--- config.mk ---
export PLATFORM = sky130hd
export DESIGN_NAME = threshold_memory_grow_shrink_policy_flat
export DESIGN_NICKNAME = d
export VERILOG_FILES = /design/src/design/tmgs_pkg.sv /design/src/design/tmgs_item_if.sv /design/src/design/tmgs_result_if.sv /design/src/design/threshold_memory_grow_shrink_policy.sv /design/src/design/tmgs_slot.sv /design/src/design/tmgs_backoff.sv /design/src/flat_wrapper.sv
export SDC_FILE = /design/constraint.sdc
export NUM_CORES = 2
export LEC_CHECK = 0
export ABC_AREA = 0
export BUFFER_PORTS_ARGS = -buffer_cell sky130_fd_sc_hd__buf_2
export CAP_MARGIN = 20
export CORE_AREA = 3 3 411 291
export DETAILED_ROUTE_END_ITERATION = 8
export DIE_AREA = 0 0 414 294
export PLACE_DENSITY = 0.6
export SETUP_SLACK_MARGIN = 0.4
export SLEW_MARGIN = 20
export SYNTH_ARGS = -nofsm -noshare
export SYNTH_HDL_FRONTEND = slang
export SYNTH_HIERARCHICAL = 1
export SYNTH_SLANG_ARGS = --single-unit
--- constraint.sdc ---
create_clock -name clk -period 13.3 [get_ports clk]
set_input_delay 0.665 -clock clk [delete_from_list [all_inputs] [get_ports clk]]
set_output_delay 0.665 -clock clk [all_outputs]
set_load 0.03 [all_outputs]
--- src/design/tmgs_pkg.sv ---
`timescale 1ns / 1ps

package tmgs_pkg;

    // Field widths
    localparam int SIZE_W  = 48;
    localparam int LEN_W   = 32;
    localparam int COUNT_W = 32;
    localparam int SLOTS_W = 8;
    localparam int CD_W    = 40;
    localparam int CFG_IDX_W  = 2;
    localparam int CFG_DATA_W = 48;

    // Action codes
    localparam logic ACT_REPORT = 1'b0;
    localparam logic ACT_TICK   = 1'b1;

    // Register indexes
    localparam logic [CFG_IDX_W-1:0] REG_MAX_SIZE      = 2'd0;
    localparam logic [CFG_IDX_W-1:0] REG_GROW_STEP     = 2'd1;
    localparam logic [CFG_IDX_W-1:0] REG_SHRINK_STEP   = 2'd2;
    localparam logic [CFG_IDX_W-1:0] REG_BACKOFF_SLOTS = 2'd3;

    // Register reset values
    localparam logic [SIZE_W-1:0]  MAX_SIZE_RST      = 48'd0;
    localparam logic [SIZE_W-1:0]  GROW_STEP_RST     = 48'd268435456;
    localparam logic [SIZE_W-1:0]  SHRINK_STEP_RST   = 48'd67108864;
    localparam logic [SLOTS_W-1:0] BACKOFF_SLOTS_RST = 8'd100;

    typedef struct packed {
        logic               action;
        logic [SIZE_W-1:0]  slot_start;
        logic [LEN_W-1:0]   slot_length;
        logic [COUNT_W-1:0] trigger_level;
        logic [COUNT_W-1:0] event_count;
        logic [SIZE_W-1:0]  current_size;
    } item_t;

    typedef struct packed {
        logic              request_valid;
        logic              request_grow;
        logic [SIZE_W-1:0] req_size;
    } result_t;

    // Size request from one of the policy units
    typedef struct packed {
        logic              valid;
        logic [SIZE_W-1:0] size;
    } size_req_t;

endpackage

--- src/design/tmgs_item_if.sv ---
`timescale 1ns / 1ps

interface tmgs_item_if;
    import tmgs_pkg::*;

    logic  valid;
    logic  ready;
    item_t data;

    modport source (output valid, output data, input ready);
    modport sink   (input valid, input data, output ready);
endinterface

--- src/design/tmgs_result_if.sv ---
`timescale 1ns / 1ps

interface tmgs_result_if;
    import tmgs_pkg::*;

    logic    valid;
    logic    ready;
    result_t data;

    modport source (output valid, output data, input ready);
    modport sink   (input valid, input data, output ready);
endinterface

--- src/design/threshold_memory_grow_shrink_policy.sv ---
`timescale 1ns / 1ps

// Channel  | Dir | Handshake     | Word
// ---------+-----+---------------+---------------------------------------------
// item     | in  | valid/ready   | action, slot_start, slot_length,
//          |     |               | trigger_level, event_count, current_size
// result   | out | valid/ready   | request_valid, request_grow, req_size
// cfg      | in  | cfg_wr_en     | cfg_index, cfg_data (write only)
//
// Every accepted word gives exactly one result word, via the input register
// and then the result register. One word per cycle is sustained while result
// is ready; the two registers pass words on in the same cycle. When result is
// stalled, the input register holds one more word, then item.ready drops.
// rst_n clears all control and policy state at once.
module threshold_memory_grow_shrink_policy
(
    input  logic                               clk,
    input  logic                               rst_n,
    tmgs_item_if.sink                          item,
    tmgs_result_if.source                      result,
    input  logic                               cfg_wr_en,
    input  logic [tmgs_pkg::CFG_IDX_W-1:0]     cfg_index,
    input  logic [tmgs_pkg::CFG_DATA_W-1:0]    cfg_data
);
    import tmgs_pkg::*;

    // Configuration registers
    logic [SIZE_W-1:0]  max_size_reg;
    logic [SIZE_W-1:0]  grow_step_reg;
    logic [SIZE_W-1:0]  shrink_step_reg;
    logic [SLOTS_W-1:0] backoff_slots_reg;

    // Input stage and result stage
    item_t   item_reg;
    logic    item_valid_reg;
    result_t out_reg, out_next;
    logic    out_valid_reg;

    logic      advance;
    logic      report_en;
    logic      tick_en;
    size_req_t grow_req;
    size_req_t shrink_req;

    always_ff @(posedge clk or negedge rst_n)
    begin
        if (!rst_n)
        begin
            max_size_reg      <= MAX_SIZE_RST;
            grow_step_reg     <= GROW_STEP_RST;
            shrink_step_reg   <= SHRINK_STEP_RST;
            backoff_slots_reg <= BACKOFF_SLOTS_RST;
        end
        else if (cfg_wr_en)
        begin
            case (cfg_index)
                REG_MAX_SIZE:      max_size_reg      <= cfg_data[SIZE_W-1:0];
                REG_GROW_STEP:     grow_step_reg     <= cfg_data[SIZE_W-1:0];
                REG_SHRINK_STEP:   shrink_step_reg   <= cfg_data[SIZE_W-1:0];
                REG_BACKOFF_SLOTS: backoff_slots_reg <= cfg_data[SLOTS_W-1:0];
                default:           ;
            endcase
        end
    end

    // Pipeline flow
    assign advance    = item_valid_reg && (!out_valid_reg || result.ready);
    assign item.ready = !item_valid_reg || advance;
    assign report_en  = advance && (item_reg.action == ACT_REPORT);
    assign tick_en    = advance && (item_reg.action == ACT_TICK);

    always_ff @(posedge clk or negedge rst_n)
    begin
        if (!rst_n)
        begin
            item_valid_reg <= 1'b0;
        end
        else if (item.ready)
        begin
            item_valid_reg <= item.valid;
        end
    end

    always_ff @(posedge clk)
    begin
        if (item.valid && item.ready)
        begin
            item_reg <= item.data;
        end
    end

    tmgs_slot u_slot
    (
        .clk           (clk),
        .rst_n         (rst_n),
        .report_en     (report_en),
        .slot_start    (item_reg.slot_start),
        .slot_length   (item_reg.slot_length),
        .trigger_level (item_reg.trigger_level),
        .event_count   (item_reg.event_count),
        .current_size  (item_reg.current_size),
        .max_size      (max_size_reg),
        .grow_step     (grow_step_reg),
        .grow_req      (grow_req)
    );

    tmgs_backoff u_backoff
    (
        .clk           (clk),
        .rst_n         (rst_n),
        .report_en     (report_en),
        .tick_en       (tick_en),
        .slot_length   (item_reg.slot_length),
        .current_size  (item_reg.current_size),
        .shrink_step   (shrink_step_reg),
        .backoff_slots (backoff_slots_reg),
        .shrink_req    (shrink_req)
    );

    // Pick the request of the unit that handled this word
    always_comb
    begin
        if (item_reg.action == ACT_REPORT)
        begin
            out_next.request_valid = grow_req.valid;
            out_next.request_grow  = grow_req.valid;
            out_next.req_size      = grow_req.size;
        end
        else
        begin
            out_next.request_valid = shrink_req.valid;
            out_next.request_grow  = 1'b0;
            out_next.req_size      = shrink_req.size;
        end
    end

    always_ff @(posedge clk or negedge rst_n)
    begin
        if (!rst_n)
        begin
            out_valid_reg <= 1'b0;
        end
        else if (!out_valid_reg || result.ready)
        begin
            out_valid_reg <= item_valid_reg;
        end
    end

    always_ff @(posedge clk)
    begin
        if (advance)
        begin
            out_reg <= out_next;
        end
    end

    assign result.valid = out_valid_reg;
    assign result.data  = out_reg;

endmodule

--- src/design/tmgs_slot.sv ---
`timescale 1ns / 1ps

// Slot tracking and grow decision for counter reports
module tmgs_slot
(
    input  logic                             clk,
    input  logic                             rst_n,
    input  logic                             report_en,
    input  logic [tmgs_pkg::SIZE_W-1:0]      slot_start,
    input  logic [tmgs_pkg::LEN_W-1:0]       slot_length,
    input  logic [tmgs_pkg::COUNT_W-1:0]     trigger_level,
    input  logic [tmgs_pkg::COUNT_W-1:0]     event_count,
    input  logic [tmgs_pkg::SIZE_W-1:0]      current_size,
    input  logic [tmgs_pkg::SIZE_W-1:0]      max_size,
    input  logic [tmgs_pkg::SIZE_W-1:0]      grow_step,
    output tmgs_pkg::size_req_t              grow_req
);
    import tmgs_pkg::*;

    logic [SIZE_W-1:0] open_start_reg, open_start_next;
    logic [SIZE_W-1:0] total_reg, total_next;

    logic [SIZE_W-1:0] lower;
    logic [SIZE_W:0]   acc_sum;
    logic [SIZE_W-1:0] acc_sat;
    logic [SIZE_W-1:0] total_upd;
    logic [SIZE_W-1:0] open_upd;
    logic [SIZE_W:0]   grow_sum;

    // Slot rule and running total
    always_comb
    begin
        lower   = slot_start - {{(SIZE_W-LEN_W){1'b0}}, slot_length};
        acc_sum = {1'b0, total_reg} + {{(SIZE_W+1-COUNT_W){1'b0}}, event_count};
        acc_sat = acc_sum[SIZE_W] ? {SIZE_W{1'b1}} : acc_sum[SIZE_W-1:0];
        if (open_start_reg == '0)
        begin
            open_upd  = slot_start;
            total_upd = {{(SIZE_W-COUNT_W){1'b0}}, event_count};
        end
        else if (open_start_reg <= slot_start || open_start_reg < lower)
        begin
            open_upd  = open_start_reg;
            total_upd = acc_sat;
        end
        else
        begin
            open_upd  = slot_start;
            total_upd = {{(SIZE_W-COUNT_W){1'b0}}, event_count};
        end
    end

    // Threshold check and capped grow size
    always_comb
    begin
        grow_sum        = {1'b0, current_size} + {1'b0, grow_step};
        open_start_next = open_upd;
        total_next      = total_upd;
        grow_req.valid  = 1'b0;
        grow_req.size   = '0;
        if (total_upd > {{(SIZE_W-COUNT_W){1'b0}}, trigger_level})
        begin
            open_start_next = '0;
            total_next      = '0;
            if (current_size != max_size)
            begin
                grow_req.valid = 1'b1;
                grow_req.size  = (grow_sum <= {1'b0, max_size}) ?
                                 grow_sum[SIZE_W-1:0] : max_size;
            end
        end
    end

    always_ff @(posedge clk or negedge rst_n)
    begin
        if (!rst_n)
        begin
            open_start_reg <= '0;
            total_reg      <= '0;
        end
        else if (report_en)
        begin
            open_start_reg <= open_start_next;
            total_reg      <= total_next;
        end
    end

endmodule

--- src/design/tmgs_backoff.sv ---
`timescale 1ns / 1ps

// Backoff countdown and shrink decision
module tmgs_backoff
(
    input  logic                             clk,
    input  logic                             rst_n,
    input  logic                             report_en,
    input  logic                             tick_en,
    input  logic [tmgs_pkg::LEN_W-1:0]       slot_length,
    input  logic [tmgs_pkg::SIZE_W-1:0]      current_size,
    input  logic [tmgs_pkg::SIZE_W-1:0]      shrink_step,
    input  logic [tmgs_pkg::SLOTS_W-1:0]     backoff_slots,
    output tmgs_pkg::size_req_t              shrink_req
);
    import tmgs_pkg::*;

    logic [LEN_W-1:0] last_len_reg;
    logic [CD_W-1:0]  countdown_reg, countdown_next;
    logic             armed_reg, armed_next;

    logic [LEN_W-1:0] load_len;
    logic [CD_W-1:0]  load_val;
    logic [CD_W-1:0]  dec_val;

    // One 8x32 multiplier serves both the report load and the rearm
    assign load_len = report_en ? slot_length : last_len_reg;
    assign load_val = {{(CD_W-LEN_W){1'b0}}, load_len} * {{(CD_W-SLOTS_W){1'b0}}, backoff_slots};
    assign dec_val  = (countdown_reg != '0) ? countdown_reg - 1'b1 : countdown_reg;

    always_comb
    begin
        countdown_next   = countdown_reg;
        armed_next       = armed_reg;
        shrink_req.valid = 1'b0;
        shrink_req.size  = '0;
        if (report_en)
        begin
            countdown_next = load_val;
            armed_next     = 1'b1;
        end
        else if (tick_en && armed_reg)
        begin
            countdown_next = dec_val;
            if (dec_val == '0)
            begin
                armed_next = 1'b0;
                if (current_size != '0)
                begin
                    shrink_req.valid = 1'b1;
                    shrink_req.size  = (current_size < shrink_step) ?
                                       '0 : current_size - shrink_step;
                    countdown_next   = load_val;
                    armed_next       = 1'b1;
                end
            end
        end
    end

    always_ff @(posedge clk or negedge rst_n)
    begin
        if (!rst_n)
        begin
            last_len_reg  <= '0;
            countdown_reg <= '0;
            armed_reg     <= 1'b0;
        end
        else
        begin
            if (report_en)
            begin
                last_len_reg <= slot_length;
            end
            countdown_reg <= countdown_next;
            armed_reg     <= armed_next;
        end
    end

endmodule
--- src/flat_wrapper.sv ---
// flat-port wrapper written by rule: the top's interface ports become plain ports
module threshold_memory_grow_shrink_policy_flat import tmgs_pkg::*;
  (clk, rst_n, cfg_wr_en, cfg_index, cfg_data, item_valid, item_data, item_ready, result_valid, result_data, result_ready);
  tmgs_item_if item_i ();
  tmgs_result_if result_i ();
  input  logic clk;
  input  logic rst_n;
  input  logic cfg_wr_en;
  input  logic [tmgs_pkg::CFG_IDX_W-1:0] cfg_index;
  input  logic [tmgs_pkg::CFG_DATA_W-1:0] cfg_data;
  input wire logic [$bits(item_i.valid)-1:0] item_valid;
  input wire logic [$bits(item_i.data)-1:0] item_data;
  output wire logic [$bits(item_i.ready)-1:0] item_ready;
  output wire logic [$bits(result_i.valid)-1:0] result_valid;
  output wire logic [$bits(result_i.data)-1:0] result_data;
  input wire logic [$bits(result_i.ready)-1:0] result_ready;
  assign item_i.valid = item_valid;
  assign item_i.data = item_data;
  assign item_ready = item_i.ready;
  assign result_valid = result_i.valid;
  assign result_data = result_i.data;
  assign result_i.ready = result_ready;
  threshold_memory_grow_shrink_policy u_core (.clk(clk), .rst_n(rst_n), .item(item_i), .result(result_i), .cfg_wr_en(cfg_wr_en), .cfg_index(cfg_index), .cfg_data(cfg_data));
endmodule
==> flow_summary.toml <==
[run_status]
status = "finished, final reports clean"

[logic_synthesis]
post_synth_edffs = 243
synthFlopType = "dfrtp_1"
synth-async-reset-ratio = 0.5707
synth_nets = 5669
register_bit_total_from_synthesis = 566
synthesis.area_mm2 = 0.04634
synth.avg_cell_area_um2 = 9.572
synth.yosys.warnings = 6
post_synth_num_cell_types = 104
post_synth_main_area_contributors = "dfrtp_1, edfxtp_1, ha_1"
synthDominantCellAreaShare = 0.1717
synthCells = 4841
ys_seq_area_frac = 0.3320
post-synth-top-area-cell = "dfrtp_1"

[drt]
postRouteAntennaNets = 0
drcViolationCount = 0
totalWireLength_um = 145500
routedWlPerCell_um = 21.81
drt_first_pass_iters = 6
via_count = 37786
vias_per_cell = 5.666
first_iter_violations = 3410

[grt]
first_pass_grt_wire_length_um = 224000
grtUsageTotal = 0.2352
number_of_global_route_vias_before_repair = 36419
largest_net_degree_at_the_start_of_global_routing = 141
grt_antenna_before_repair = 21
grt_overflow_total = 0

[placement]
port_buffers = 299
place_area_mm2 = 0.04930
placement.setup.worst_slack_ns = 3.158
dp.final_hpwl_um = 111700
placed_cells_incl_taps = 6541
gp_congestion = 0.9510

[floorplanning]
pin_count = 300
floorplan.die.width_um = 414
dieArea_mm2 = 0.1217
core_mm2 = 0.1153
die_y_um = 294
start_util = 0.4019
rows = 104

[sta]
max_freq_mhz = 101.0
timing.max_slew.rel_slack = 0.2368
worst_pin_slew_ns = 1.113
rsz_0062_raised_after_global_routing = "false"
final.hold.worst_slack_ns = 0.05517
hold_viol = 0
timing.clock.skew_ns = 0.03944
period_minus_slack_ns = 9.896
fin_tns_setup_ns = 0
final-max-slew-violation-count = 0
post-route-period-util = 0.7441
finalWorstSetupSlack_ns = 3.404
setup-violations-final = 0

[cts]
cts-resized-gates = 0
insertion_delay_ns = 0.66
clock_sinks = 566
cts_buffers = 67
clock-root-buffer = "clkbuf_16"
clkSlewWorstSetupHoldPaths_ns = 0.07
cts_hold_repair.buffers = 0
h-tree-depth = 3
postCtsSetupRepairBufs = 0
max-clock-path-buffers = 3
cts_tree = "built"

[finish]
final_common_cell = "inv_1"
final_area_mm2 = 0.05160
largest_register_ffs = 193
final_nets = 5902
final_cells = 6669
post_route_cells_drive_above_1_share = 0.1428
areaGrowthSynthToFinish_pct = 11.37
final_cell_mix = "inv_1, ha_1, a21oi_1, dfrtp_1, nor2_1"

[critical_path]
worst_path_arrival_ns = 10.29
worst_setup_path_end_kind = "flip-flop"
timing.critical_path.required_ns = 13.70
worst-setup-path-type = "flip-flop to flip-flop"
timing.critical_path.from_type = "flip-flop"
cp_slowest_stage_delay_ns = 0.67
worstPathMaxFanout = 63
slowest_stage = "nor4_1"

[power]
comb_power_share = 0.672
total_leakage_power_nw = 23.44
power_report.internal_total_w = 0.006975
total_switching_power_w = 0.006605
seqPwrFrac = 0.184
max-vdd-ir-drop_uv = 274.6
clock_power_share = 0.144
power_density_mw_per_mm2 = 263.1
sw_frac_of_total = 0.4864

[min_path]
hold_path.class = "input pin to asynchronous set/reset pin"

[job]
cap_viol_max_count = 0
[area by class of cell]
type | instances | area [um^2]
flip-flops and latches | 566 | 15390
diodes | 5 | 12.51
multi-input cells | 3595 | 28300
well taps | 1537 | 1923
fillers | 11243 | 63690
repair buffers | 340 | 1827
clock buffers | 91 | 1902
clock inverters | 31 | 365.4
inverters | 504 | 1892
[worst paths after layout]
| kind | from | end | slack (ns) | cells past startpoint |
|---|---|---|---|---|
| min reg2reg | u_core/shrink_step_reg[29] | u_core/shrink_step_reg[29] | 0.49 | 1 |
| max in group asynchronous | rst_n | u_core/u_slot/total_reg[40] | 10.94 | 3 |
| max reg2reg | u_core/item_reg[144] | u_core/result.data[47] | 3.40 | 36 |
| min | rst_n | u_core/backoff_slots_reg[4] | 0.06 | 1 |
| max | u_core/item_reg[144] | u_core/result.data[47] | 3.40 | 36 |
| min in group clk | item_data[132] | u_core/item_reg[132] | 0.18 | 1 |
[worst max-delay path: cells and delay by family (launching register included)]
family	cells	cell delay [ns]
flops	1	0.42
buf+inv	4	1.24
compound gates	18	3.83
fa+ha+maj	4	1.18
mux	1	0.26
xor+xnor	1	0.15
simple gates	8	2.48
[logic make-up after synthesis]
group                      Yosys count  share of synthesized area
adders and majority gates          580                     0.1864
and+or+nand+nor                   1468                     0.1657
AOI/OAI and AO/OA                 1054                     0.1508
DFF                                566                     0.3320
muxes                              257                    0.06148
xor gates and xnor gates           236                    0.04461
buffers and inverters              680                    0.05895
[cells in the mapped netlist (102+ instances only)]
| cell type | instances |
|---|---|
| inv_1 | 504 |
| a21o_1 | 123 |
| edfxtp_1 | 243 |
| nand2_1 | 293 |
| clkbuf_1 | 102 |
| nor2_1 | 312 |
| fa_1 | 184 |
| nand3_1 | 115 |
| o21ai_0 | 142 |
| xnor2_1 | 110 |
| xor2_1 | 126 |
| ha_1 | 396 |
| a21oi_1 | 327 |
| nor2b_1 | 202 |
| dfrtp_1 | 318 |
| mux2_2 | 217 |
[power groups by stage]
stage	combinational [W]	sequential, W	clock (W)
floorplan	0.00688	0.00247	0
global placement	0.00893	0.00252	0
detailed placement	0.00903	0.00252	0
CTS	0.00910	0.00249	0.00201
global route	0.0103	0.00254	0.00207
finish	0.00913	0.00250	0.00195
[metal layers]
metal,track usage,share of wire,up-vias
li1,-,-,17740
met1,0.3503,0.48,18603
met2,0.3583,0.43,1242
met3,0.03605,0.066,193
met4,0.05420,0.021,8
met5,0,0.00033,-
[through the flow]
step / power [W] / util
global placement: 0.01145 / 0.4277
floorplan: 0.009349 / -
CTS: 0.01360 / 0.4473
global route: 0.01487 / 0.4475
detailed placement: 0.01155 / 0.4277
finish: 0.01358 / 0.4476
Note: power is estimated with default switching activity, not from simulation.
